`src/hw/rtl/chm_pkg.sv`:
```
// ----------------------------------------------------------------------------
// chm_pkg
// Shared types, codes and constants of the chained hash map.
// ----------------------------------------------------------------------------
package chm_pkg;

  // field widths
  localparam int CMD_W       = 2;
  localparam int KEY_W       = 32;
  localparam int ST_W        = 3;
  localparam int CFG_W       = 11;
  localparam int CNT_W       = 11;
  localparam int IN_TDATA_W  = 72;
  localparam int OUT_TDATA_W = 48;

  // defaults and reset values
  localparam int DEF_NUM_BUCKETS  = 1024;
  localparam int DEF_POOL_ENTRIES = 1024;
  localparam int BUCKET_RESET     = 1024;

  // multiplicative hash constant
  localparam logic [KEY_W-1:0] HASH_MULT = 32'd2654435761;

  // commands
  localparam logic [CMD_W-1:0] CMD_INSERT = 2'd0;
  localparam logic [CMD_W-1:0] CMD_LOOKUP = 2'd1;
  localparam logic [CMD_W-1:0] CMD_REMOVE = 2'd2;
  localparam logic [CMD_W-1:0] CMD_CLEAR  = 2'd3;

  // result status codes
  localparam logic [ST_W-1:0] ST_UPDATED   = 3'd0;
  localparam logic [ST_W-1:0] ST_INSERTED  = 3'd1;
  localparam logic [ST_W-1:0] ST_FOUND     = 3'd2;
  localparam logic [ST_W-1:0] ST_NOT_FOUND = 3'd3;
  localparam logic [ST_W-1:0] ST_REMOVED   = 3'd4;
  localparam logic [ST_W-1:0] ST_FULL      = 3'd5;
  localparam logic [ST_W-1:0] ST_CLEARED   = 3'd6;

  // datapath operations issued by the controller
  typedef enum logic [3:0] {
    OP_NONE,
    OP_CLEAR,
    OP_LOAD,
    OP_MUL,
    OP_DIV,
    OP_HEAD_RD,
    OP_HEAD_LATCH,
    OP_ENT_RD,
    OP_ADVANCE,
    OP_WR_VAL,
    OP_FREE_RD,
    OP_ALLOC,
    OP_UNLINK,
    OP_PUSH,
    OP_RESULT
  } dp_op_e;

  typedef struct packed {
    dp_op_e          op;
    logic [ST_W-1:0] status;
  } dp_cmd_t;

  typedef struct packed {
    logic             div_last;
    logic             cur_nil;
    logic             key_match;
    logic             free_nil;
    logic             fresh_hit;
    logic             prev_nil;
    logic             clr_last;
    logic             out_free;
    logic [CMD_W-1:0] cmd;
  } dp_stat_t;

endpackage

```
`src/hw/rtl/chm_ctrl.sv`:
```
// ----------------------------------------------------------------------------
// chm_ctrl
// Sequencer of the chained hash map: clearing pass, hash, remainder, chain walk,
// update and result hand-off.
// ----------------------------------------------------------------------------
module chm_ctrl (
  input  logic              clk_i,
  input  logic              rst_ni,
  input  logic              s_tvalid_i,
  output logic              s_tready_o,
  input  chm_pkg::dp_stat_t stat_i,
  output chm_pkg::dp_cmd_t  cmd_o
);
  import chm_pkg::*;

  localparam logic [3:0] S_INIT  = 4'd0;
  localparam logic [3:0] S_IDLE  = 4'd1;
  localparam logic [3:0] S_CLR   = 4'd2;
  localparam logic [3:0] S_MUL   = 4'd3;
  localparam logic [3:0] S_DIV   = 4'd4;
  localparam logic [3:0] S_HEAD  = 4'd5;
  localparam logic [3:0] S_HEADL = 4'd6;
  localparam logic [3:0] S_CHK   = 4'd7;
  localparam logic [3:0] S_CMP   = 4'd8;
  localparam logic [3:0] S_ACT   = 4'd9;
  localparam logic [3:0] S_FREE  = 4'd10;
  localparam logic [3:0] S_ALLOC = 4'd11;
  localparam logic [3:0] S_REM   = 4'd12;
  localparam logic [3:0] S_OUT   = 4'd13;

  logic [3:0]      state_q, state_d;
  logic [ST_W-1:0] res_q, res_d;
  dp_op_e          op;

  // next state and datapath operation
  always_comb begin
    state_d = state_q;
    res_d   = res_q;
    op      = OP_NONE;
    unique case (state_q)
      S_INIT: begin
        op = OP_CLEAR;
        if (stat_i.clr_last) state_d = S_IDLE;
      end
      S_IDLE: begin
        if (s_tvalid_i) begin
          op      = OP_LOAD;
          state_d = S_MUL;
        end
      end
      S_CLR: begin
        op = OP_CLEAR;
        if (stat_i.clr_last) begin
          res_d   = ST_CLEARED;
          state_d = S_OUT;
        end
      end
      S_MUL: begin
        op      = OP_MUL;
        state_d = (stat_i.cmd == CMD_CLEAR) ? S_CLR : S_DIV;
      end
      S_DIV: begin
        op = OP_DIV;
        if (stat_i.div_last) state_d = S_HEAD;
      end
      S_HEAD: begin
        op      = OP_HEAD_RD;
        state_d = S_HEADL;
      end
      S_HEADL: begin
        op      = OP_HEAD_LATCH;
        state_d = S_CHK;
      end
      S_CHK: begin
        if (stat_i.cur_nil) begin
          state_d = S_ACT;
        end else begin
          op      = OP_ENT_RD;
          state_d = S_CMP;
        end
      end
      S_CMP: begin
        if (stat_i.key_match) begin
          state_d = S_ACT;
        end else begin
          op      = OP_ADVANCE;
          state_d = S_CHK;
        end
      end
      S_ACT: begin
        state_d = S_OUT;
        case (stat_i.cmd)
          CMD_INSERT: begin
            if (!stat_i.cur_nil) begin
              op    = OP_WR_VAL;
              res_d = ST_UPDATED;
            end else if (stat_i.free_nil) begin
              res_d = ST_FULL;
            end else if (stat_i.fresh_hit) begin
              state_d = S_ALLOC;
            end else begin
              op      = OP_FREE_RD;
              state_d = S_ALLOC;
            end
          end
          CMD_LOOKUP: begin
            res_d = stat_i.cur_nil ? ST_NOT_FOUND : ST_FOUND;
          end
          default: begin
            if (stat_i.cur_nil) begin
              res_d = ST_NOT_FOUND;
            end else begin
              op      = OP_UNLINK;
              state_d = S_REM;
            end
          end
        endcase
      end
      S_FREE: begin
        state_d = S_ALLOC;
      end
      S_ALLOC: begin
        op      = OP_ALLOC;
        res_d   = ST_INSERTED;
        state_d = S_OUT;
      end
      S_REM: begin
        op      = OP_PUSH;
        res_d   = ST_REMOVED;
        state_d = S_OUT;
      end
      S_OUT: begin
        if (stat_i.out_free) begin
          op      = OP_RESULT;
          state_d = S_IDLE;
        end
      end
      default: state_d = S_INIT;
    endcase
  end

  // state registers
  always_ff @(posedge clk_i or negedge rst_ni) begin
    if (!rst_ni) begin
      state_q <= S_INIT;
      res_q   <= ST_NOT_FOUND;
    end else begin
      state_q <= state_d;
      res_q   <= res_d;
    end
  end

  assign s_tready_o    = (state_q == S_IDLE);
  assign cmd_o.op      = op;
  assign cmd_o.status  = res_q;

  // checks
  a_load_idle: assert property (@(posedge clk_i) disable iff (!rst_ni)
    (op == OP_LOAD) |-> (state_q == S_IDLE)) else $error("item loaded outside idle");
  a_result_once: assert property (@(posedge clk_i) disable iff (!rst_ni)
    (op == OP_RESULT) |=> (state_q == S_IDLE)) else $error("result not followed by idle");
  a_div_ends: assert property (@(posedge clk_i) disable iff (!rst_ni)
    (state_q == S_DIV && stat_i.div_last) |=> (state_q == S_HEAD))
    else $error("remainder done but no head read");

endmodule
```
`config.mk`:
```
export PLATFORM = sky130hd
export DESIGN_NAME = chm_ctrl
export DESIGN_NICKNAME = d
export VERILOG_FILES = /design/src/hw/rtl/chm_pkg.sv /design/src/hw/rtl/chm_ctrl.sv
export SDC_FILE = /design/constraint.sdc
export NUM_CORES = 1
export LEC_CHECK = 0
export ABC_AREA = 1
export CAP_MARGIN = 20
export CORE_MARGIN = 3
export CORE_UTILIZATION = 45
export CTS_CLUSTER_SIZE = 10
export DETAILED_ROUTE_END_ITERATION = 8
export DONT_BUFFER_PORTS = 1
export PLACE_DENSITY_LB_ADDON = 0.15
export SYNTH_ARGS = -nofsm -noshare
export SYNTH_HDL_FRONTEND = slang
export SYNTH_SLANG_ARGS = --single-unit
```
`constraint.sdc`:
```
create_clock -name clk_i -period 1.9 [get_ports clk_i]
set_input_delay 0.38 -clock clk_i [delete_from_list [all_inputs] [get_ports clk_i]]
set_output_delay 0.38 -clock clk_i [all_outputs]
set_load 0.005 [all_outputs]
```
==> summary.txt, run 1 <==
outcome: finished clean
main combinational cell family by area after synthesis: simple AND/OR/NAND/NOR gates
Reg area: 181 um2
EDFF count, synth: 0
Final Cycle Share: 0.958
layout cell share with drive strength beyond 1: 0.151
worst setup margin: 0.0795 ns
xor/xnor share of the synthesized area: 0
synthesized instance count: 138
multiplexer share of the synthesized area: 0
vias per cell: 5.52
Top FF cell, synth: dfrtp_1
Core Region: 0.00152 mm2
Compound-Gate Fraction of Synth Area: 0.122
die width: 46.6 um
Crit path largest cell delay: 0.41 ns
DRC violations left: 0
vias in the first global route: 747
DP HPWL: 1630 um
CTS tree: done
Top Ports: 21
Syn-to-layout area delta: 14.9%
Slew @ Worst Pin: 0.308 ns
Vert. Die Dim: 46.6 um
FILL cells: 182
Fin. Hold Viols: 0
Post-synth top cells: nand2_1, nor2_1, inv_1, nand3_1, o21ai_0
Final Critical Period: 1.82 ns
largest net degree at the start of global routing: 8
Setup WS pre-CTS: 0.190 ns
TritonCTS Buffers: 3
crit path kind: reg -> out
ANT cells: 0
first-pass GRT wire length: 3100 um
Initial Util: 0.486
Fmax: 549 MHz
Reg-to-Reg End: state_q[3]
CP top delay family: simple AND/OR/NAND/NOR gates
total track usage: 0.197
Slowest-stage cell, CP: dfrtp_2
clock-pin slew of the registers on the worst-case setup and hold paths: 0.05 ns
final setup violation count: 0
Yosys top cell area share: 0.253
FFs w/ async S/R, synth: 1.00
Post-Synth Adder-Cell Area: 0
gpl congestion: 0.879
setup TNS: 0 ns
hold crit path type: in -> reg
hold depth: 3
CTS max path bufs: 2
worst-path cell chain: inv_1, nand2_2, nor2_2, nand2_1, o21ai_0, nor3_1, o21ai_1
Critical Path RT: 1.52 ns
Worst Path Buf+Inv: 1
R2R setup slack: 0.38 ns
Post-Syn Area: 741 um2
final WL: 1970 um
global routing usage on met1: 0.270
CP startpoint kind: flop
met2 usage: 0.327
initial antenna violation count: 0
fin nets: 160
Hold Crit Start: stat_i[2]
DR vias: 894
wire per inst: 12.1 um
Clock Sinks: 7
DRT iter0 DRCs: 41
WP data arrival: 1.44 ns
layer with the highest usage: met2
simple-gate portion of the synthesized area: 0.537
clock skew: 0.00225 ns
Seq cells post-synth: 7
multi-input logic area: 515 um2
count leader, synth: nand2_1
H-tree depth: 1
number of detailed-route iterations in the first pass: 4
R2R depth: 8
Max transition margin: 0.794
reg2reg start: state_q[2]
Pwr Density: 1510 mW/mm2
clk_lat worst skew: 0.24 ns
VDD IR max: 0.758 mV
Post-DRT Antenna Nets: 0
die area: 0.00217 mm2
Slew Viols, Final: 0
Syn Area/Cell: 5.37 um2
GR Overflow Total: 0
Leak Pwr: 0.465 nW
met3 GRT Util: 0.0469
Max-cap violations: 0
# rows: 14
clk root buf: clkbuf_4
yosys warns: 0
synth top area cells: nand2_1, dfrtp_1, nor2_1, inv_1, nand3_1
Mapped Nets: 151
library cells used by synthesis: 14
Synth area leader: nand2_1
register area share after synthesis: 0.240
CP Capture Type: primary output
IO buf count: 0
Crit Path Max Fanout: 5
Worst Hold End: state_q[3]
[worst max path at each step]
| stage | start | endpoint | slack [ns] | depth (start not counted) |
|---|---|---|---|---|
| after floorplan | state_q[2] | cmd_o[4] | 0.43 | 6 |
| after global placement | state_q[1] | cmd_o[4] | 0.21 | 5 |
| after detailed placement | state_q[1] | cmd_o[4] | 0.19 | 5 |
| after CTS | state_q[3] | cmd_o[3] | 0.01 | 6 |
| after global routing | state_q[3] | cmd_o[3] | -0.03 | 6 |
| final | state_q[1] | cmd_o[4] | 0.08 | 7 |
[cell usage in the layout, fill, tap and decap left out, drive strengths merged]
master,n
buf,3
nor2,27
dfstp,2
o2111ai,2
dfrtp,5
inv,20
o21ai,10
dlygate4sd3,1
nand3,15
nand4,1
nand2,50
a21oi,3
nor3,2
clkbuf,4
o211ai,1
[registers in the layout, indices dropped and copies added (netlist names)]
signal   count
res_q        3
state_q      4
[metal layers]
layer	routed length (um)	part of all wire
met1	896	0.46
met2	936	0.48
met3	133	0.068
met4	0	0
met5	0	0
[logic make-up (layout without fill, tap and decap cells)]
group                  Yosys count  after routing
flip-flops                       7              7
AND/OR/NAND/NOR                 95             95
buffers and inverters           20             28
AO/OA/AOI/OAI                   16             16
[repair_timing]
item	CTS	global route
setup buffers	0	1
endpoints found under the setup margin	1	4
resized for setup	1	13
pin swaps	0	1
hold endpoints to repair	7	0
hold buffers	1	0
[tightest hold or removal path, stage by stage]
cell and delay, ns:
inv_1 0.02, nand2_1 0.10, nand2_1 0.07
[power breakdown]
| group | switching (mW) | internal [mW] |
|---|---|---|
| Combinational | 0.532 | 0.289 |
| Clock | 0.0494 | 0.0798 |
| Sequential | 0.0892 | 0.246 |
| Total | 0.671 | 0.615 |
[per-stage QoR]
stage	hold WS [ns]	cells	cell area, um2	util	total power, mW
6_report	0.366	162	851	0.558	1.29
5_1_grt	0.366	162	851	0.558	1.43
4_1_cts	0.366	161	815	0.534	1.22
3_5_place_dp	0.0846	156	776	0.509	1.07
3_3_place_gp	0.0845	156	776	0.509	1.06
2_1_floorplan	0.0844	138	741	-	0.886
[area by class of cell]
type / count / area share
multi-input cells: 111 / 0.606
flip-flops and latches: 7 / 0.213
inverters: 20 / 0.0882
repair buffers: 4 / 0.0382
clock buffers: 4 / 0.0309
well taps: 16 / 0.0235
Power figures use the tool's default switching activity.
==> run 2, diff against run 1 <==
Settings changed: CORE_UTILIZATION 45 to 42.
==> run 2 against run 1 <==
- hold slack got worse by 0.011 ns
- routed wire length increased by 6.0%
- non-clock buffer count stayed put
- count of clock-buffer cells in the layout stayed put
- cell count stayed put
- first-iteration DRC count is 63% lower
- sequential share of layout area is essentially flat
- maximum frequency grew 0.57%
- critical endpoint unchanged
==> summary.txt, run 2 (synthesis gave the netlist of run 1 again) <==
TritonCTS Buffers: 3
Fin. Hold Viols: 0
Clock Sinks: 7
Post-DP Area: 776 um2
Crit Path Max Fanout: 6
DR vias: 900
met2 wire len: 980 um
total track usage: 0.188
hold slack: 0.354 ns
crit path kind: reg -> out
Hold Crit Start: stat_i[2]
clock-pin slew of the registers on the worst-case setup and hold paths: 0.05 ns
IO buf count: 0
Flop pwr share: 0.258
H-tree depth: 1
setup TNS: 0 ns
Setup WS pre-CTS: 0.169 ns
Met3 Wirelength: 173 um
Max-cap violations: 0
# rows: 14
dpl cells: 156
worst setup margin: 0.0898 ns
die area: 0.00230 mm2
layout cell share with drive strength beyond 1: 0.178
Slew @ Worst Pin: 0.303 ns
vias in the first global route: 754
Top Ports: 21
fin nets: 160
hold depth: 3
max reg flops: 4
Final Cycle Share: 0.953
GR Overflow Total: 0
Initial Util: 0.470
clk root buf: clkbuf_4
die width: 48.0 um
number of detailed-route iterations in the first pass: 4
hold crit path type: in -> reg
DRT iter0 DRCs: 15
vias per cell: 5.56
final WL: 2080 um
R2R depth: 8
Post-DRT Antenna Nets: 0
Slew Viols, Final: 0
reg2reg start: state_q[1]
Fmax: 552 MHz
clock skew: 0.000304 ns
Final Critical Period: 1.81 ns
CTS tree: done
Core Region: 0.00158 mm2
combinational power share: 0.641
R2R setup slack: 0.35 ns
DRC violations left: 0
DP HPWL: 1660 um
final setup violation count: 0
Leak Pwr: 0.465 nW
gpl congestion: 0.889
Final Total Pwr: 1.30 mW
Max transition margin: 0.797
max layer used: met4
Vert. Die Dim: 48.0 um
most common cell after layout, fill and taps aside: nand2_1
most frequent cells in the layout: nand2_1, inv_1, nor2_1
Syn-to-layout area delta: 15.7%
Pwr Density: 1520 mW/mm2
Critical Path RT: 1.52 ns
VDD IR max: 0.705 mV
Internal: 0.620 mW
WP data arrival: 1.43 ns
wire per inst: 12.9 um
largest net degree at the start of global routing: 8
FILL cells: 173
Net Sw Frac: 0.524
largest register by flop count: state_q
CP Capture Type: primary output
first-pass GRT wire length: 3050 um
met1 wire length: 897 um
CP startpoint kind: flop
Util after Layout: 0.544
CTS max path bufs: 2
Clock Power Share: 0.101
Reg-to-Reg End: state_q[3]
Largest regs: state_q (4), res_q (3)
P_sw: 0.682 mW
clk_lat worst skew: 0.25 ns
ANT cells: 0
Worst Hold End: state_q[3]
post-route insts no fill: 162
outcome: finished clean
initial antenna violation count: 0
fin area: 857 um2
## run 2: power by group through the flow
stage          clock [mW]  sequential (mW)  combinational, mW
3_3_place_gp            0            0.316              0.749
4_1_cts             0.138            0.319              0.769
5_1_grt             0.151            0.351              0.951
2_1_floorplan           0            0.299              0.588
3_5_place_dp            0            0.320              0.753
6_report            0.131            0.336              0.835
## run 2: worst max-delay path, stage by stage (launching register included)
cell and delay (ns):
dfrtp_2 0.41, inv_1 0.11, nor2_4 0.21, nand2_1 0.09, o21ai_1 0.19, nor3_2 0.07
o21ai_1 0.10
## run 2: what timing repair did
item                                    CTS  global route
pin swaps                                 0             2
setup buffers                             0             1
endpoints found under the hold margin     7             0
endpoints found under the setup margin    3             4
gates cloned                              0             0
resized for setup                         2            16
hold buffers                              1             0
## run 2: how the worst max path moves through the flow
stage	from	endpoint	slack [ns]	depth (start not counted)
after floorplan	state_q[2]	cmd_o[4]	0.43	6
after CTS	state_q[1]	cmd_o[4]	-0.0001	5
after global placement	state_q[1]	cmd_o[4]	0.22	5
after detailed placement	state_q[1]	cmd_o[4]	0.17	5
final	state_q[0]	cmd_o[4]	0.09	6
after global routing	state_q[0]	cmd_o[4]	-0.09	6
## run 2: area by class of cell
cell class | count | area (um2) | share of cell area
Clock buffer | 4 | 26.3 | 0.0307
Inverter | 20 | 75.1 | 0.0876
Multi-Input combinational cell | 111 | 520 | 0.607
Sequential cell | 7 | 183 | 0.213
Tap cell | 16 | 20.0 | 0.0234
Timing Repair Buffer | 4 | 32.5 | 0.0380
## run 2: per-layer routing
layer,GRT usage,vias to the layer above
met2,0.303,37
met1,0.244,403
met3,0.0564,4
li1,-,456
met4,0.0430,0
met5,0,-
==> run 3, diff against run 2 <==
Settings changed: CELL_PAD_IN_SITES_DETAIL_PLACEMENT set to 1, CELL_PAD_IN_SITES_GLOBAL_PLACEMENT set to 1, CORE_UTILIZATION 42 to 39.
==> run 3 against run 2 <==
- hold slack worse by 0.0021 ns
- flip-flop and latch count unchanged
- via count up 1.4%
- core utilization shrank 2.9 points
- first-iteration DRC count fell by 47%
- non-clock buffer count up 3
- critical path type unchanged
- maximum frequency decreased by 1.2%
==> summary.txt, run 3 (synthesis gave the netlist of run 1 again) <==
Syn-to-layout area delta: 22.5%
clock skew: 0.00658 ns
number of detailed-route iterations in the first pass: 4
Post-DRT Antenna Nets: 0
R2R setup slack: 0.33 ns
unrepaired setup endpoints after global routing: true
most frequent cells in the layout: nand2_1, inv_1, nor2_1
Final Total Pwr: 1.41 mW
Core Region: 0.00176 mm2
DP HPWL: 2030 um
Clock Sinks: 7
vias per cell: 5.25
final setup violation count: 0
Fmax: 546 MHz
vias in the first global route: 934
Initial Util: 0.420
H-tree depth: 1
Final Critical Period: 1.83 ns
WP data arrival: 1.45 ns
die width: 49.6 um
Setup WS pre-CTS: 0.163 ns
total track usage: 0.222
Final Cycle Share: 0.965
gpl congestion: 0.853
Vert. Die Dim: 49.6 um
Leak Pwr: 0.486 nW
Crit Path Max Fanout: 5
setup TNS: 0 ns
most common cell after layout, fill and taps aside: nand2_1
layout cell share with drive strength beyond 1: 0.208
CTS tree: done
Max transition margin: 0.781
wire per inst: 15.3 um
multi-input logic area: 538 um2
first-pass GRT wire length: 4200 um
hold crit path type: in -> reg
worst setup margin: 0.0674 ns
Max-cap violations: 0
# rows: 15
CP Capture Type: primary output
clock-pin slew of the registers on the worst-case setup and hold paths: 0.05 ns
CP startpoint kind: flop
DRC violations left: 0
final WL: 2670 um
Top Ports: 21
VDD IR max: 0.874 mV
IO buf count: 0
crit path kind: reg -> out
DRT iter0 DRCs: 8
FILL cells: 292
Reg area: 181 um2
dpl cells: 165
initial antenna violation count: 0
outcome: finished clean
Critical Path RT: 1.52 ns
ANT cells: 0
die area: 0.00246 mm2
Largest regs: state_q (4), res_q (3)
post-route insts no fill: 174
TritonCTS Buffers: 3
Fin. Hold Viols: 0
largest net degree at the start of global routing: 8
Slew @ Worst Pin: 0.327 ns
Pwr Density: 1550 mW/mm2
Post-DP Area: 787 um2
fin nets: 163
clk root buf: clkbuf_4
CTS max path bufs: 2
GR Overflow Total: 0
max reg flops: 4
fin area: 907 um2
clk_lat worst skew: 0.26 ns
Slew Viols, Final: 0
DR vias: 913
largest register by flop count: state_q
-- run 3: cell types whose count changed in the layout (fill, tap and decap cells not counted), sizes merged --
cell / delta
buf: +3
-- run 3: path summary, 6_finish.rpt --
path / startpoint / end / cells past startpoint
worst max-delay path: state_q[3] / cmd_o[3] / 6
worst min-delay path: stat_i[2] / state_q[3] / 3
worst max register to register: state_q[3] / state_q[3] / 8
worst min register to register: res_q[0] / res_q[0] / 2
max in group asynchronous: rst_ni / res_q[0] / 1
min in group asynchronous: rst_ni / res_q[2] / 1
-- run 3: critical path: stages (launching register included) --
cell and delay [ns]:
dfrtp_1 0.46, inv_1 0.13, nor2_4 0.17, nand2_2 0.11, nor2_1 0.16, nand2_1 0.08
o2111ai_2 0.09
-- run 3: area by class of cell --
class,instances,area share
timing repair buffer,7,0.0607
sequential,7,0.200
clock buffer,4,0.0290
tap,25,0.0345
inverter,20,0.0828
multi-input combinational,111,0.593
-- run 3: repair_timing --
action | CTS | global route
buffers inserted | 0 | 4
endpoints found under the hold margin | 7 | 0
gates resized for setup | 2 | 19
pin swaps | 0 | 3
setup endpoints to repair | 3 | 4
hold buffers | 1 | 0
-- run 3: per-layer routing --
metal	wire, um	vias to the layer above	track usage
met3	106	2	0.0574
met5	0	-	0
li1	-	463	-
met4	23	0	0.0415
met1	1150	424	0.283
met2	1390	24	0.374
-- run 3: report_power, final --
part | internal (mW) | switching, mW
clock network | 0.0804 | 0.0589
registers | 0.246 | 0.0937
logic | 0.329 | 0.599
total | 0.656 | 0.752
-- run 3: metrics by stage --
step	hold slack (ns)	utilization
floorplan	0.0844	-
CTS	0.357	0.469
detailed placement	0.0846	0.446
global route	0.356	0.514
finish	0.352	0.514
global placement	0.0846	0.446
